--- config.mk ---
export PLATFORM = sky130hd
export DESIGN_NAME = clhm_front
export DESIGN_NICKNAME = d
export VERILOG_FILES = /design/src/design/clhm_pkg.sv /design/src/design/clhm_front.sv
export SDC_FILE = /design/constraint.sdc
export NUM_CORES = 1
export LEC_CHECK = 0
export ABC_AREA = 1
export BUFFER_PORTS_ARGS = -buffer_cell sky130_fd_sc_hd__buf_2
export CAP_MARGIN = 20
export CORE_ASPECT_RATIO = 0.8
export CORE_MARGIN = 10
export CORE_UTILIZATION = 50
export DETAILED_ROUTE_END_ITERATION = 7
export HOLD_SLACK_MARGIN = 0.12
export PLACE_DENSITY = 0.77
export SLEW_MARGIN = 20
export SYNTH_ARGS = -nofsm -noshare
export SYNTH_HDL_FRONTEND = slang
export SYNTH_SLANG_ARGS = --single-unit
--- constraint.sdc ---
create_clock -name clk -period 3.4 [get_ports clk]
set_input_delay 0.17 -clock clk [delete_from_list [all_inputs] [get_ports clk]]
set_output_delay 0.17 -clock clk [all_outputs]
set_load 0.03 [all_outputs]
--- src/design/clhm_pkg.sv ---
// Shared constants, widths and the queued sample type for the CPU load history monitor.
package clhm_pkg;

  localparam int SAMPLES_PER_SEC = 10;
  localparam int HISTORY_DEPTH   = 600;
  localparam int WIN = (SAMPLES_PER_SEC < HISTORY_DEPTH) ? SAMPLES_PER_SEC : HISTORY_DEPTH;

  localparam int TICK_W = 18;
  localparam int PCT_W  = 16;
  localparam int HELD_W = 10;

  localparam longint unsigned BUSY_MAX = (64'd1 << TICK_W) - 64'd1;

  localparam int AW  = $clog2(HISTORY_DEPTH);
  localparam int AWX = AW + 1;
  localparam int CW  = $clog2(HISTORY_DEPTH + 1);

  localparam int SEC_W = $clog2(longint'(WIN) * BUSY_MAX + 64'd1);
  localparam int MIN_W = $clog2(longint'(HISTORY_DEPTH) * BUSY_MAX + 64'd1);

  localparam longint unsigned TICK_RATE    = 1193046;
  localparam longint unsigned SECS_PER_MIN = 60;
  localparam longint unsigned PCT_MAX      = 65535;
  localparam longint unsigned SCALE_NUM    = longint'(SAMPLES_PER_SEC) * 10000;
  localparam longint unsigned DIV_TICK     = TICK_RATE;
  localparam longint unsigned DIV_MIN      = TICK_RATE * SECS_PER_MIN;

  // Smallest operand whose scaled value reaches the saturation limit.
  localparam longint unsigned LIM_TICK = (PCT_MAX * DIV_TICK + SCALE_NUM - 1) / SCALE_NUM;
  localparam longint unsigned LIM_MIN  = (PCT_MAX * DIV_MIN + SCALE_NUM - 1) / SCALE_NUM;

  localparam int XW   = $clog2(LIM_MIN);
  localparam int SC_W = (MIN_W > XW + 1) ? MIN_W : XW + 1;

  // Reciprocals scaled by 2^XW, rounded down.
  localparam longint unsigned M_TICK = ((64'd1 << XW) * SCALE_NUM) / DIV_TICK;
  localparam longint unsigned M_MIN  = ((64'd1 << XW) * SCALE_NUM) / DIV_MIN;

  localparam int MW  = $clog2(M_TICK + 1);
  localparam int PW  = XW + MW;
  localparam int NW  = XW + $clog2(SCALE_NUM + 1);
  localparam int DW  = $clog2(DIV_MIN + 1);
  localparam int QDW = PCT_W + DW;
  localparam int RW  = (NW > QDW) ? NW : QDW;

  localparam int QDEPTH = 4;
  localparam int QAW    = $clog2(QDEPTH);

  localparam int CFG_IW = 1;
  localparam logic [CFG_IW-1:0] REG_INTERVAL  = 1'b0;
  localparam logic [CFG_IW-1:0] REG_THRESHOLD = 1'b1;

  localparam logic [TICK_W-1:0] INTERVAL_RST  = 18'd119304;
  localparam logic [TICK_W-1:0] THRESHOLD_RST = 18'd59652;

  typedef struct packed {
    logic [TICK_W-1:0] busy;
    logic [TICK_W-1:0] idle;
    logic [TICK_W-1:0] irq_ticks;
    logic              active;
    logic [AW-1:0]     pos;
    logic [AW-1:0]     leave;
    logic              sub_sec;
    logic              sub_min;
    logic [HELD_W-1:0] held;
  } sample_t;

endpackage

--- src/design/clhm_front.sv ---
// Front end: configuration registers, sample intake and per-sample classification.
module clhm_front (
  input  logic                            clk,
  input  logic                            rst,
  input  logic                            cfg_we,
  input  logic [clhm_pkg::CFG_IW-1:0]     cfg_index,
  input  logic [clhm_pkg::TICK_W-1:0]     cfg_data,
  input  logic                            sample_valid,
  output logic                            sample_stall,
  input  logic [clhm_pkg::TICK_W-1:0]     busy_ticks,
  input  logic [clhm_pkg::TICK_W-1:0]     idle_ticks,
  input  logic                            q_full,
  output logic                            q_push,
  output clhm_pkg::sample_t               q_entry
);

  logic [clhm_pkg::TICK_W-1:0] interval_ticks;
  logic [clhm_pkg::TICK_W-1:0] busy_threshold;
  logic [clhm_pkg::AW-1:0]     pos;
  logic [clhm_pkg::CW-1:0]     fill;
  logic [clhm_pkg::AW-1:0]     pos_next;
  logic [clhm_pkg::CW-1:0]     fill_next;
  logic [clhm_pkg::TICK_W:0]   total;
  logic [clhm_pkg::TICK_W:0]   interval_x;
  logic [clhm_pkg::AWX-1:0]    pos_x;
  logic [clhm_pkg::AWX-1:0]    leave_x;

  assign sample_stall = q_full;
  assign q_push       = sample_valid && !q_full;

  always_comb begin
    total      = {1'b0, busy_ticks} + {1'b0, idle_ticks};
    interval_x = {1'b0, interval_ticks};
    pos_x      = {1'b0, pos};
    if (pos_x >= clhm_pkg::AWX'(clhm_pkg::WIN)) begin
      leave_x = pos_x - clhm_pkg::AWX'(clhm_pkg::WIN);
    end else begin
      leave_x = pos_x + clhm_pkg::AWX'(clhm_pkg::HISTORY_DEPTH - clhm_pkg::WIN);
    end
    if (pos == clhm_pkg::AW'(clhm_pkg::HISTORY_DEPTH - 1)) begin
      pos_next = '0;
    end else begin
      pos_next = pos + 1'b1;
    end
    if (fill == clhm_pkg::CW'(clhm_pkg::HISTORY_DEPTH)) begin
      fill_next = fill;
    end else begin
      fill_next = fill + 1'b1;
    end
    q_entry.busy   = busy_ticks;
    q_entry.idle   = idle_ticks;
    q_entry.active = total > {1'b0, busy_threshold};
    if (interval_x > total) begin
      q_entry.irq_ticks = clhm_pkg::TICK_W'(interval_x - total);
    end else begin
      q_entry.irq_ticks = '0;
    end
    q_entry.pos     = pos;
    q_entry.leave   = clhm_pkg::AW'(leave_x);
    q_entry.sub_sec = fill >= clhm_pkg::CW'(clhm_pkg::WIN);
    q_entry.sub_min = fill >= clhm_pkg::CW'(clhm_pkg::HISTORY_DEPTH);
    q_entry.held    = clhm_pkg::HELD_W'(fill_next);
  end

  always_ff @(posedge clk) begin
    if (rst) begin
      interval_ticks <= clhm_pkg::INTERVAL_RST;
      busy_threshold <= clhm_pkg::THRESHOLD_RST;
      pos            <= '0;
      fill           <= '0;
    end else begin
      if (cfg_we) begin
        case (cfg_index)
          clhm_pkg::REG_INTERVAL:  interval_ticks <= cfg_data;
          clhm_pkg::REG_THRESHOLD: busy_threshold <= cfg_data;
          default: ;
        endcase
      end
      if (q_push) begin
        pos  <= pos_next;
        fill <= fill_next;
      end
    end
  end

endmodule

## Word-level counts from Yosys, hierarchy flattened

Index checks and enable logic that the tools add are counted.

| storage, ports and cells | value |
|---|---|
| memory bits (writable) | 0 |
| memories kept | 0 |
| bits in registers | 56 |
| bits in latches | 0 |
| bits of input ports | 60 |
| memory bits (read-only) | 0 |

| cells by class | value |
|---|---|
| muxes and demuxes | 4 |
| bitwise gates (word level) | 1 |
| $mul | 0 |
| equality and inequality tests | 2 |
| reductions and logical operators | 4 |
| add/subtract/negate cells | 6 |
| order comparisons | 5 |
| divide/modulo/power cells | 0 |
| shift operators | 0 |

Operators by type and width:

| operator | count |
|---|---|
| $mux 10 | 3 |
| $add 10x1->10 const B | 2 |
| $eq 10x10->1 const B | 2 |
| $ge 10x4->1 const B | 2 |
| $add 18x18->19 | 1 |
| $gt 18x19->1 | 1 |
| $gt 19x18->1 | 1 |
| $mux 18 | 1 |
| $sub 18x18->18 | 1 |
| $add 10x10->10 const B | 1 |
| $ge 10x10->1 const B | 1 |
| $sub 10x4->10 const B | 1 |
| $reduce_and 2->1 | 2 |
| $logic_and 1x1->1 | 1 |
| $logic_not 1->1 | 1 |
| $not 1->1 | 1 |

## Logic depth before layout (Yosys ltp)

| depth | value |
|---|---|
| depth in word-level cells | 3 |
| gate-level depth with buffers | 21 |
| depth with buffers taken out | 21 |

## Worst setup path after synthesis

Ideal clock, no wire load.

| timing path | value |
|---|---|
| path type | input-to-output |
| start point | input busy_ticks[0] (netlist bit) |
| end point | output q_entry[33] (netlist bit) |
| data arrival time | 2973 ps |
| stages | 16 |
| buffers on the path | 0 |
| path slack | 257 ps |
| cells stage by stage | ha_1 > inv_1 > fa_1 > inv_1 > nand3_1 > nand3_2 > a21oi_1 > o21ai_1 > xnor2_1 > ha_1 > nand2_1 > nor4_4 > a21oi_2 > o21ai_4 > nand2_4 > nor2_1 |

RTL lines:

| element | line | source |
|---|---|---|
| from (decl) | clhm_front.sv:10 | `input logic [clhm_pkg::TICK_W-1:0] busy_ticks,` |
| to (decl) | clhm_front.sv:14 | `output clhm_pkg::sample_t q_entry` |

==> results.md <==
* Detail Route Antenna Nets at 0
* Count leader, synth: nand2_1
* Fin area at between 7000 and 8000 um^2
* Pwr Density at about 430 nW/um^2
* Die Ht at 113 um
* Nets at 1,062
* Status: completed
* Rows at 34
* Min-Delay Path Class: in2reg
* Worst skew pair latency at 0.29 ns
* Crit path launch: idle_ticks[8]
* Cells after Synth at 798
* Cell count after placement at between 1,000 and 1,500
* Worst VDD drop at between 200 and 250 uV
* DP Area at 6280 um^2
* Average wire per standard cell at 14.6 um
* Post-place setup slack at -0.0347 ns
* Die area at around 16,000 um^2
* Final min period at 3.33 ns
* Register area at 1120 um^2
* IO Count at 149
* DRT Pass-1 Iters at 6
* Post-synth EDFFs at 0
* Warnings, synthesis at 0
* Top post-synthesis cells by area: dfxtp_1 21%, ha_1 14%, nand2_1 9.5%
* CTS tree: yes
* First-pass GRT wire length at between 20 and 25 mm
* Setup WS post-layout at 0.0696 ns
* Final hold violations at 0
* Leakage at 3.54 nW
* Post-synthesis adder-cell area fraction at between 10 and 15%
* Synthesized area per cell at ~6.8 um^2
* Reg2Reg Launch Point: pos[1]$_SDFFE_PP0P_
* Core area at 10,800 um^2
* Max-slew headroom at 53.1%
* Area leader, netlist: dfxtp_1
* Non-Filler Instances at 1,083
* Max Slew Vio Count at 0
* Total Routed Length at 15.9 mm
* Post-Syn Area at 5460 um^2
* Total GRT Usage at a little under a fifth
* DR DRC count at 0
* Critical-path maximum fanout at 4
* Largest net degree at the start of global routing at 41
* Detailed Place HPWL at ~12 mm
* Max H-tree Level at 2
* CTS Buf Count at 5
* IO buf count at 148
* CTS clk-pin slew, worst paths at 0.07 ns
* Crit. End Element: output port
* DR vias/cell at 5.18
* Synth Area in Compound Gates at between 15 and 20%
* Ys async rst share at 0%
* Fillers at 966
* Initial Util at 50.8%
* Post-Synth XOR/XNOR Area at 7.21%
* Ys flop type: dfxtp_1
* Synth Register Bits at between 50 and 60
* Share of layout cells above drive strength 1 at 34.0%
* Fraction of the mapped netlist area in simple logic gates at 27.6%
* Vias at around 5,600
* Tcrit/Tclk final at 98.0%
* Grt total ovfl at 0
* Worst hold start: cfg_data[14]
* Critical path required time at ~3.2 ns
* Diode count at 0
* Maximum clock path buffer count at 2
* Antenna violations before repair at 0
* Yosys cell types at 47
* Hold slack at 0.123 ns
* Area grow syn2layout at 30.0%
* CTS root buf: clkbuf_16
* Startpoint types: input port
* CTS Sinks at 56
* Die Width at between 100 and 150 um
* Register area share after synthesis at 20.5%
* Mux share of post-synthesis cell area at 0%
* RD Place Congestion at 0.986
* Skew final at 0.00177 ns
* Final setup viols at 0
* Vias in the first global route at 5,339
* Sum Neg Setup Slack at 0 ns
* Largest family of logic cells by synthesized area: simple AND/OR/NAND/NOR gates
* Initial DRC count at 415
* Top cells by count, synth: 138 x nand2_1, 114 x inv_1, 80 x nor2_1
* Max-cap viol count at 0
* Slew of the pin with the lowest slew margin at ~0.70 ns
* Fmax at around 300 MHz
* Worst EP arrival at 3.16 ns
* Area fraction of the dominant cell type after synthesis at 20.5%
* Setup CP Type: in2out
* Multi-input gate area at roughly 4100 um^2
* Syn nets at slightly above 900
per-stage QoR:
step	power (W)	utilization, %
final	0.00307	66.0
after global routing	0.00326	66.0
after CTS	0.00283	60.4
after detailed placement	0.00223	58.4
after global placement	0.00222	58.4
after floorplan	0.00182	-
cells in the final DEF (no fill, tap or decap), types with 6 or more instances in the layout:
| cell type | count |
|---|---|
| a21oi_1 | 48 |
| a21oi_2 | 12 |
| buf_2 | 133 |
| buf_4 | 48 |
| dfxtp_1 | 56 |
| ha_1 | 40 |
| ha_4 | 19 |
| inv_1 | 108 |
| inv_2 | 11 |
| nand2_1 | 125 |
| nand2_2 | 18 |
| nand3_1 | 29 |
| nand4_1 | 11 |
| nor2_1 | 72 |
| nor2_2 | 11 |
| nor2_4 | 11 |
| nor3_1 | 8 |
| o211ai_1 | 8 |
| o21ai_0 | 42 |
| xnor2_1 | 9 |
| xor2_1 | 26 |
| xor2_2 | 6 |
path summary, 6_finish.rpt:
path	endpoint	slack [ns]	cells after the start
worst max-delay path	q_entry[44]	0.07	19
worst min register to register	busy_threshold[5]$_SDFFE_PP0P_	0.46	2
worst max register to register	pos[8]$_SDFFE_PP0P_	1.71	9
worst min-delay path	busy_threshold[14]$_SDFFE_PP1P_	0.12	3
cell families (layout without fill, tap and decap cells):
family	after synthesis	count (layout)
and+or+nand+nor	315	315
DFF	56	56
buffers and inverters	174	315
AOI/OAI and AO/OA	146	146
adders and majority gates	62	62
xor gates and xnor gates	45	45
flip-flops by register name (all words and copies together) (netlist names):
register / cells
fill: 10
pos: 10
busy_threshold: 18
interval_ticks: 18
final cells by class:
| class | instances | area share, % |
|---|---|---|
| Timing Repair Buffer | 190 | 16.1 |
| Clock inverter | 1 | 0.423 |
| Inverter | 119 | 6.29 |
| Clock buffer | 5 | 1.76 |
| Sequential cell | 56 | 15.8 |
| Multi-Input combinational cell | 568 | 57.1 |
| Tap cell | 144 | 2.54 |
worst max-delay path: stages:
cell and delay, ns:
buf_2 0.12, ha_4 0.29, inv_2 0.06, o21bai_1 0.25
nand3_1 0.11, nand4_1 0.21, xor2_2 0.25, inv_2 0.08
ha_4 0.30, buf_4 0.12, nand2_1 0.09, nor2_2 0.15
nand2_1 0.07, nor4_2 0.25, nand4_2 0.16, nand2_4 0.12
buf_8 0.14, nor2_4 0.03, clkbuf_4 0.18
power breakdown:
part	switching, W	total, W	internal, W	leakage, nW
combinational	0.00107	0.00178	0.000710	3.00
clock	0.000232	0.000571	0.000340	0.0757
sequential	0.0000260	0.000719	0.000694	0.461
per-layer routing:
layer,GRT usage [%],vias to the layer above,share of wire [%],routed length [um]
met5,0,-,0,0
met2,29.9,218,46,7300
met3,3.60,29,7.1,1130
met4,4.49,0,1.7,275
li1,-,2829,-,-
met1,25.5,2537,45,7150
timing repair:
item / 4_1_cts / 5_1_grt
endpoints found under the hold margin: 2 / 0
hold buffers: 2 / 0
pin swaps: 3 / 30
buffers inserted: 1 / 4
resized for setup: 7 / 124
endpoints found under the setup margin: 17 / 19
Power figures use the tool's default switching activity.
