$ cat config.mk
export PLATFORM = sky130hd
export DESIGN_NAME = clhm_queue
export DESIGN_NICKNAME = d
export VERILOG_FILES = /design/src/design/clhm_pkg.sv /design/src/design/clhm_queue.sv
export SDC_FILE = /design/constraint.sdc
export NUM_CORES = 1
export LEC_CHECK = 0
export ABC_AREA = 1
export BUFFER_PORTS_ARGS = -buffer_cell sky130_fd_sc_hd__buf_2
export CAP_MARGIN = 0
export CORE_MARGIN = 2
export CORE_UTILIZATION = 45
export DETAILED_ROUTE_END_ITERATION = 10
export PLACE_DENSITY = 0.67
export RECOVER_POWER = 50
export SYNTH_ARGS = -nofsm -noshare
export SYNTH_HDL_FRONTEND = slang
export SYNTH_SLANG_ARGS = --single-unit
$ cat constraint.sdc
create_clock -name clk -period 3.1 [get_ports clk]
set_clock_uncertainty 0.2 [all_clocks]
set_input_delay 0.465 -clock clk [delete_from_list [all_inputs] [get_ports clk]]
set_output_delay 0.465 -clock clk [all_outputs]
set_load 0.02 [all_outputs]
$ cat src/design/clhm_pkg.sv
// Shared constants, widths and the queued sample type for the CPU load history monitor.
package clhm_pkg;

  localparam int SAMPLES_PER_SEC = 10;
  localparam int HISTORY_DEPTH   = 600;
  localparam int WIN = (SAMPLES_PER_SEC < HISTORY_DEPTH) ? SAMPLES_PER_SEC : HISTORY_DEPTH;

  localparam int TICK_W = 18;
  localparam int PCT_W  = 16;
  localparam int HELD_W = 10;

  localparam longint unsigned BUSY_MAX = (64'd1 << TICK_W) - 64'd1;

  localparam int AW  = $clog2(HISTORY_DEPTH);
  localparam int AWX = AW + 1;
  localparam int CW  = $clog2(HISTORY_DEPTH + 1);

  localparam int SEC_W = $clog2(longint'(WIN) * BUSY_MAX + 64'd1);
  localparam int MIN_W = $clog2(longint'(HISTORY_DEPTH) * BUSY_MAX + 64'd1);

  localparam longint unsigned TICK_RATE    = 1193046;
  localparam longint unsigned SECS_PER_MIN = 60;
  localparam longint unsigned PCT_MAX      = 65535;
  localparam longint unsigned SCALE_NUM    = longint'(SAMPLES_PER_SEC) * 10000;
  localparam longint unsigned DIV_TICK     = TICK_RATE;
  localparam longint unsigned DIV_MIN      = TICK_RATE * SECS_PER_MIN;

  // Smallest operand whose scaled value reaches the saturation limit.
  localparam longint unsigned LIM_TICK = (PCT_MAX * DIV_TICK + SCALE_NUM - 1) / SCALE_NUM;
  localparam longint unsigned LIM_MIN  = (PCT_MAX * DIV_MIN + SCALE_NUM - 1) / SCALE_NUM;

  localparam int XW   = $clog2(LIM_MIN);
  localparam int SC_W = (MIN_W > XW + 1) ? MIN_W : XW + 1;

  // Reciprocals scaled by 2^XW, rounded down.
  localparam longint unsigned M_TICK = ((64'd1 << XW) * SCALE_NUM) / DIV_TICK;
  localparam longint unsigned M_MIN  = ((64'd1 << XW) * SCALE_NUM) / DIV_MIN;

  localparam int MW  = $clog2(M_TICK + 1);
  localparam int PW  = XW + MW;
  localparam int NW  = XW + $clog2(SCALE_NUM + 1);
  localparam int DW  = $clog2(DIV_MIN + 1);
  localparam int QDW = PCT_W + DW;
  localparam int RW  = (NW > QDW) ? NW : QDW;

  localparam int QDEPTH = 4;
  localparam int QAW    = $clog2(QDEPTH);

  localparam int CFG_IW = 1;
  localparam logic [CFG_IW-1:0] REG_INTERVAL  = 1'b0;
  localparam logic [CFG_IW-1:0] REG_THRESHOLD = 1'b1;

  localparam logic [TICK_W-1:0] INTERVAL_RST  = 18'd119304;
  localparam logic [TICK_W-1:0] THRESHOLD_RST = 18'd59652;

  typedef struct packed {
    logic [TICK_W-1:0] busy;
    logic [TICK_W-1:0] idle;
    logic [TICK_W-1:0] irq_ticks;
    logic              active;
    logic [AW-1:0]     pos;
    logic [AW-1:0]     leave;
    logic              sub_sec;
    logic              sub_min;
    logic [HELD_W-1:0] held;
  } sample_t;

endpackage

$ cat src/design/clhm_queue.sv
// Short first-in first-out queue of classified samples between front and back ends.
module clhm_queue (
  input  logic              clk,
  input  logic              rst,
  input  logic              push,
  input  clhm_pkg::sample_t push_entry,
  output logic              full,
  input  logic              pop,
  output logic              head_valid,
  output clhm_pkg::sample_t head
);

  clhm_pkg::sample_t           entries [clhm_pkg::QDEPTH];
  logic [clhm_pkg::QAW-1:0]    wr_ptr;
  logic [clhm_pkg::QAW-1:0]    rd_ptr;
  logic [clhm_pkg::QAW:0]      count;

  assign full       = count == (clhm_pkg::QAW + 1)'(clhm_pkg::QDEPTH);
  assign head_valid = count != '0;
  assign head       = entries[rd_ptr];

  always_ff @(posedge clk) begin
    if (push) begin
      entries[wr_ptr] <= push_entry;
    end
  end

  always_ff @(posedge clk) begin
    if (rst) begin
      wr_ptr <= '0;
      rd_ptr <= '0;
      count  <= '0;
    end else begin
      if (push) begin
        wr_ptr <= wr_ptr + 1'b1;
      end
      if (pop) begin
        rd_ptr <= rd_ptr + 1'b1;
      end
      case ({push, pop})
        2'b10:   count <= count + 1'b1;
        2'b01:   count <= count - 1'b1;
        default: count <= count;
      endcase
    end
  end

endmodule

# ---- After elaboration in Yosys (flattened, before gate mapping)
# Memory sizes are Yosys's and may differ from the RTL's. A register that Yosys moved wholly into a read port is not among the register bits.
# Cells that the tools add are included.
dict set report word_totals {
  romBits 0
  out_inout_bits 89
  ram_bits 348
  latch_bits 0
  reg_bits 7
  input_bits 91
  memories 1
  elab_cells 18
}
dict set report classes {
  shift 0
  bitwise_logic 0
  addsub 4
  eq_ne 3
  div 0
  n_reduce_logical 2
  n_mul 0
  n_lt_le_gt_ge 0
  mux 5
}
# memory depth word_bits read_ports rd_ports_with_merged_regs wr line_no
set memory_table {}
lappend memory_table {entries 4 87 1 1 1 clhm_queue.sv:13} ;# clhm_pkg::sample_t entries [clhm_pkg::QDEPTH];
# op count
set op_table {}
lappend op_table {{case mux 3 bit (2 select lines)} 1}
lappend op_table {{adder 2 x 1 -> 2 bit (second input constant)} 2}
lappend op_table {{2-to-1 mux 2 bit} 2}
lappend op_table {{adder 3 x 1 -> 3 bit (second input constant)} 1}
lappend op_table {{equality test 3 bit (second input constant)} 1}
lappend op_table {{nonzero test 3 bit} 1}
lappend op_table {{subtractor 3 x 1 -> 3 bit (second input constant)} 1}
lappend op_table {{equality test 2 x 1 -> 1 bit (second input constant)} 1}
lappend op_table {{equality test 2 bit (second input constant)} 1}
lappend op_table {{2-to-1 mux 1 bit} 2}
lappend op_table {{nonzero test 2 bit} 1}

# ---- Logic depth before layout (Yosys ltp)
# Gate-level depths: netlist of run 1.
dict set report depth {
  depth_word 3
  ltp_mapped 10
  ltp_nobuf 10
}

# ---- Worst setup path after synthesis of run 1
# No wires, ideal clock.
dict set report synth_timing {
  kind {reg2reg}
  startpoint {register wr_ptr[0] in the netlist's numbering}
  endpoint {memory entries[2][0] in the netlist's numbering, enable pin}
  setup_slack_ps 188
  setup_ps 441
  arrival_ps 2271
  path_stages_with_launch 5
  cell_sequence {dfxtp_1 -> inv_1 -> ha_1 -> nand2_1 -> inv_1}
}
# item line_no
set synth_rtl {}
lappend synth_rtl {{start: declaration} clhm_queue.sv:14} ;# logic [clhm_pkg::QAW-1:0] wr_ptr;
lappend synth_rtl {{start signal: assignment} clhm_queue.sv:35} ;# wr_ptr <= wr_ptr + 1'b1;
lappend synth_rtl {{end: declaration} clhm_queue.sv:13}
# No word-level cell before the write port.

==> results of run 1 <==
synthesized netlist by cell type:
cell type / number / area (µm²)
o21ai_1: 82 / 410.4
inv_1: 16 / 60.06
fa_1: 1 / 20.02
buf_6: 13 / 146.4
nand2_1: 9 / 33.78
o22ai_1: 87 / 544.3
buf_4: 14 / 105.1
buf_2: 9 / 45.04
nand3_1: 2 / 10.01
edfxtp_1: 348 / 10450
clkbuf_1: 14 / 52.55
o21ai_0: 98 / 490.5
nand4_1: 1 / 6.260
clkbuf_2: 6 / 30.03
ha_1: 5 / 62.56
a21oi_1: 5 / 25.02
nor2_1: 177 / 664.4
inv_2: 1 / 3.750
inv_4: 1 / 6.260
dfxtp_1: 9 / 180.2
nor3_1: 1 / 5.000
per-stage QoR:
stage / std cells / hold slack [ns] / total power [µW] / cell area, µm² / util
final: 1585 / 0.1157 / 11100 / 16560 / 0.5633
after global routing: 1585 / 0.1292 / 11520 / 16560 / 0.5633
after CTS: 1584 / 0.09035 / 11230 / 16690 / 0.5676
after detailed placement: 1432 / 0.2219 / 6756 / 14600 / 0.4966
after global placement: 1432 / 0.2215 / 6736 / 14600 / 0.4966
after floorplan: 899 / 0.2116 / 6344 / 13350 / -
critical path, stage by stage, from the launching register on:
cell and delay (ns):
dfxtp_4 0.41, inv_6 0.27, buf_4 0.38, nor2_1 0.08, o22ai_1 0.25, buf_2 0.21
registers in the layout, indices dropped and copies added (netlist names), named ones only:
name	cells
rd_ptr	2
wr_ptr	2
count	3
entries	348
per-layer routing:
metal,vias to the layer above,global-route usage
met3,39,0.03790
met5,-,0
met2,278,0.3020
met4,0,0.05441
li1,3945,-
met1,4083,0.2458
report_power, final:
| group | internal, µW | leakage (µW) | total (µW) | switching, µW |
|---|---|---|---|---|
| Combinational | 374 | 0.00179 | 1160 | 783 |
| Sequential | 5510 | 0.00327 | 5560 | 48.0 |
| Clock | 2650 | 0.000602 | 4380 | 1730 |
worst paths after layout:
| check | cells past startpoint | slack, ns | to | start |
|---|---|---|---|---|
| setup / recovery | 5 | 0.30 | head[38] | flip-flop |
| hold / removal | 4 | 0.12 | count[2] | rst |
| setup reg to reg | 4 | 0.68 | entries[3][68] | wr_ptr[0] |
| hold reg to reg | 1 | 0.23 | flip-flop | rd_ptr[1] |
cell type report:
type                            instances  area share
Clock buffer                           48     0.06353
Multi-Input combinational cell        468      0.1372
Clock inverter                         17    0.009820
Timing Repair Buffer                  286      0.1127
Sequential cell                       357      0.6422
Tap cell                              390     0.02946
Inverter                               18    0.004910
Antenna cell                            1   0.0001511
repair_timing:
action                     in CTS  in global routing
setup endpoints to repair       0                  0
hold buffers                   87                  0
hold endpoints to repair      348                  0
placed cells by master (no fill, tap or decap), drive strengths merged, types with 2 or more instances in the layout:
cell type / count
edfxtp: 348
o21ai: 180
nor2: 177
clkbuf: 137
buf: 110
o22ai: 87
dlygate4sd3: 87
inv: 18
clkinv: 13
nand2: 9
dfxtp: 9
a21oi: 5
ha: 5
bufinv: 3
nand3: 2
cell families after synthesis:
logic type      after synthesis  synth area share
simple gates                190           0.05388
compound gates              272            0.1101
flops                       357            0.7962
buf+inv                      74           0.03364
fa+ha+maj                     6          0.006185
==> out/qor.yml, run 1 <==
status: "finished, violations left"
violations: "capacitance limit, slew limit"
die-height_um: 176.3
grt_pass1_vias: 8392
ys_seq_area_frac: 0.7962
root_buffer: "clkbuf_16"
clk_latency_ns: 0.51
cts-resized-gates: 0
rsz0062_at_grt: "no"
place_ws_ns: 0.8252
start_util: 0.4541
area.sequential_mm2: 0.01064
wl_met3_mm: 2.044
period_needed_ns: 2.803
ys_types: 21
grt_max_degree: 75
worst_pin_slew_ns: 1.531
wl_met1_mm: 12.22
num-fill-cells: 2342
cts.clk_slew.worst_paths_ns: 0.06
startpoint_type: "flip-flop"
wire_per_inst_um: 17.91
ios: 180
htreeDepth: 2
setup_tns_ns: 0
core_mm2: 0.02940
hold_violations: 0
antenna_found_initial: 1
ant_nets: 0
hold_class: "primary input to flip-flop"
ir_drop_mv: 0.3898
p_leak_uw: 0.005664
synth_area_per_cell_um2: 14.85
powerDensity_mw_per_mm2: 669.9
drive_above_1_share: 0.1449
highest_layer: "met4"
vias: 8345
grt-ovfl-total: 0
dp_hpwl_mm: 15.77
finalMaxSlewViolations: 53
ys_warn_count: 0
fin_crit_sh: 0.9042
maxCapViolCount: 1
grt_usage: 0.1826
vias_per_cell: 5.265
route.met2.wl_mm: 13.65
die_w_um: 176.3
multi_input_area_mm2: 0.002272
io_buffer_count: 179
syn_nets: 996
clockBufferDepth: 3
syn_inst: 899
clock-sinks: 357
crit_arrival_ns: 2.14
post_cts.repair.setup_buffers: 0
cts_tree: "yes"
cts_buffers: 38
area_growth_pct: 24.06
nets: 1266
fp-row-count: 63
cp-end-kind: "output port"
finalWorstSetupSlack_ns: 0.2971
die_area_mm2: 0.03106
path_max_fanout: 40
grt_pass1_wl_mm: 44.29
fmax_mhz: 356.8
syn-cell-area_mm2: 0.01335
drtPass1Iterations: 5
drc_errors: 0
worstPathRequired_ns: 2.43
gp_congestion: 0.7177
relSlewSlack: -0.02034
crit_type: "flip-flop to output port"
drt_wl_total_mm: 28.39
finalSetupViolCount: 0
ys_seq_elements: 357
drtIter0Drc: 634
(Power assumes the default switching activity.)
==> run 2, diff against run 1 <==
--- a/config.mk
+++ b/config.mk
@@ -12,7 +12,6 @@
 export CORE_UTILIZATION = 45
 export DETAILED_ROUTE_END_ITERATION = 10
 export PLACE_DENSITY = 0.67
-export RECOVER_POWER = 50
 export SYNTH_ARGS = -nofsm -noshare
 export SYNTH_HDL_FRONTEND = slang
 export SYNTH_SLANG_ARGS = --single-unit
==> run 2 against run 1 <==
The flow now finishes without violations. Utilization is 0.43 points higher. Clock-buffer cell count did not move. Combinational power barely moved. Non-clock buffer count did not move. Critical path depth is the same. Sequential power about the same. Register-to-register slack better by 0.42 ns. Routed wire length grew 0.19%. Critical path type unchanged.
==> out/qor.yml, run 2 (synthesized netlist as in run 1, its figures left out) <==
finalWorstSetupSlack_ns: 0.2921  # -0.005002 ns
drt_wl_total_mm: 28.45  # +0.19%
dp_hpwl_mm: 15.77  # unchanged
clockBufferDepth: 3  # unchanged
crit_type: "flip-flop to output port"
wire_per_inst_um: 17.95  # +0.19%
drtIter0Drc: 627  # -1.1%
fmax_mhz: 356.1  # -0.18%
area.sequential_mm2: 0.01064  # unchanged
powerDensity_mw_per_mm2: 666.0  # -0.59%
die_area_mm2: 0.03106  # unchanged
die_w_um: 176.3  # unchanged
crit-reg2reg-launch: "wr_ptr[0]"
relSlewSlack: 0.5967  # +0.6171
fp-row-count: 63  # unchanged
path_max_fanout: 40  # unchanged
drc_errors: 0  # unchanged
top_register: "entries"
rsz0062_at_grt: "no"
cts_tree: "yes"
area_growth_pct: 25.00
cts.clk_slew.worst_paths_ns: 0.06  # about the same
status: "completed"
root_buffer: "clkbuf_16"
nets: 1266  # unchanged
design_area_mm2: 0.01669  # +0.76%
grt_pass1_wl_mm: 44.29  # unchanged
start_util: 0.4541  # unchanged
ir_drop_mv: 0.3907  # +0.23%
drtPass1Iterations: 5  # unchanged
htreeDepth: 2  # unchanged
place_area_mm2: 0.01460  # unchanged
period_needed_ns: 2.808  # +0.005002 ns
post_cts.repair.setup_buffers: 0  # unchanged
grt-ovfl-total: 0  # unchanged
crit_arrival_ns: 2.14  # about the same
grt_max_degree: 75  # unchanged
cp-end-kind: "output port"
most-common-layout-cells: "edfxtp_1, buf_2, nor2_1, o21ai_0"
num-fill-cells: 2285  # -2.4%
finalSetupViolCount: 0  # unchanged
dp_cells: 1432  # unchanged
drive_above_1_share: 0.2186  # +0.07370
fin_cells: 1585  # unchanged
place_ws_ns: 0.8252  # unchanged
ios: 180  # unchanged
io_buffer_count: 179  # unchanged
largest_registers: "entries: 348 flops, count: 3 flops"
hold_path.startpoint: "rst"
maxCapViolCount: 0  # -1
hold_violations: 0  # unchanged
largest_reg_flops: 348  # unchanged
utilization: 0.5676  # +0.004298
gp_congestion: 0.7177  # unchanged
setup_tns_ns: 0  # unchanged
fin_crit_sh: 0.9058  # +0.001614
finalMaxSlewViolations: 0  # -100%
vias_per_cell: 5.250  # -0.28%
grt_pass1_vias: 8392  # unchanged
cts_buffers: 38  # unchanged
clock-sinks: 357  # unchanged
grt_usage: 0.1826  # unchanged
p_leak_uw: 0.005917  # +4.5%
antenna_found_initial: 1  # unchanged
hold_class: "primary input to flip-flop"
worstPathRequired_ns: 2.43  # about the same
clk_latency_ns: 0.51  # about the same
worst_pin_slew_ns: 0.6049  # -0.9256 ns
cts-resized-gates: 0  # unchanged
vias: 8322  # -0.28%
multi_input_area_mm2: 0.002272  # unchanged
die-height_um: 176.3  # unchanged
startpoint_type: "flip-flop"
ant_nets: 0  # unchanged
final_common_cell: "edfxtp_1"
core_mm2: 0.02940  # unchanged
-- run 2: layout make-up --
type	count	share of cell area
well taps	390	0.02924
flip-flops and latches	357	0.6374
inverters	18	0.004948
clock inverters	17	0.009746
repair buffers	286	0.1193
multi-input cells	468	0.1361
diodes	1	0.0001499
clock buffers	48	0.06305
-- run 2: power breakdown --
group	switching [µW]	internal (µW)
Clock	1730	2650
Sequential	47.7	5510
Combinational	783	391
-- run 2: worst paths after layout --
kind	cells after the start	to	slack (ns)
worst max-delay path	5	head[38]	0.29
worst min-delay path	4	count[2]	0.12
worst min register to register	1	flip-flop	0.23
worst max register to register	5	entries[0][57]	1.10
-- run 2: repair_timing --
action                     CTS  global route
hold buffers                87             0
setup endpoints to repair    0             0
hold endpoints to repair   348             0
-- run 2: worst max-delay path, stage by stage (launching register included) --
cell	delay, ns
dfxtp_4	0.41
inv_6	0.28
buf_4	0.38
nor2_1	0.08
o22ai_1	0.25
buf_2	0.21
-- run 2: stage by stage --
stage / hold WS, ns / power, µW
floorplan: 0.2116 / 6344
global placement: 0.2215 / 6736
detailed placement: 0.2219 / 6756
CTS: 0.09035 / 11230
global route: 0.1292 / 11530
finish: 0.1232 / 11120
-- run 2: layer usage --
layer	track usage	up-vias	wire [µm]
li1	-	3943	-
met2	0.3020	276	13660
met4	0.05441	0	494
met3	0.03790	39	1988
met5	0	-	0
met1	0.2458	4064	12310
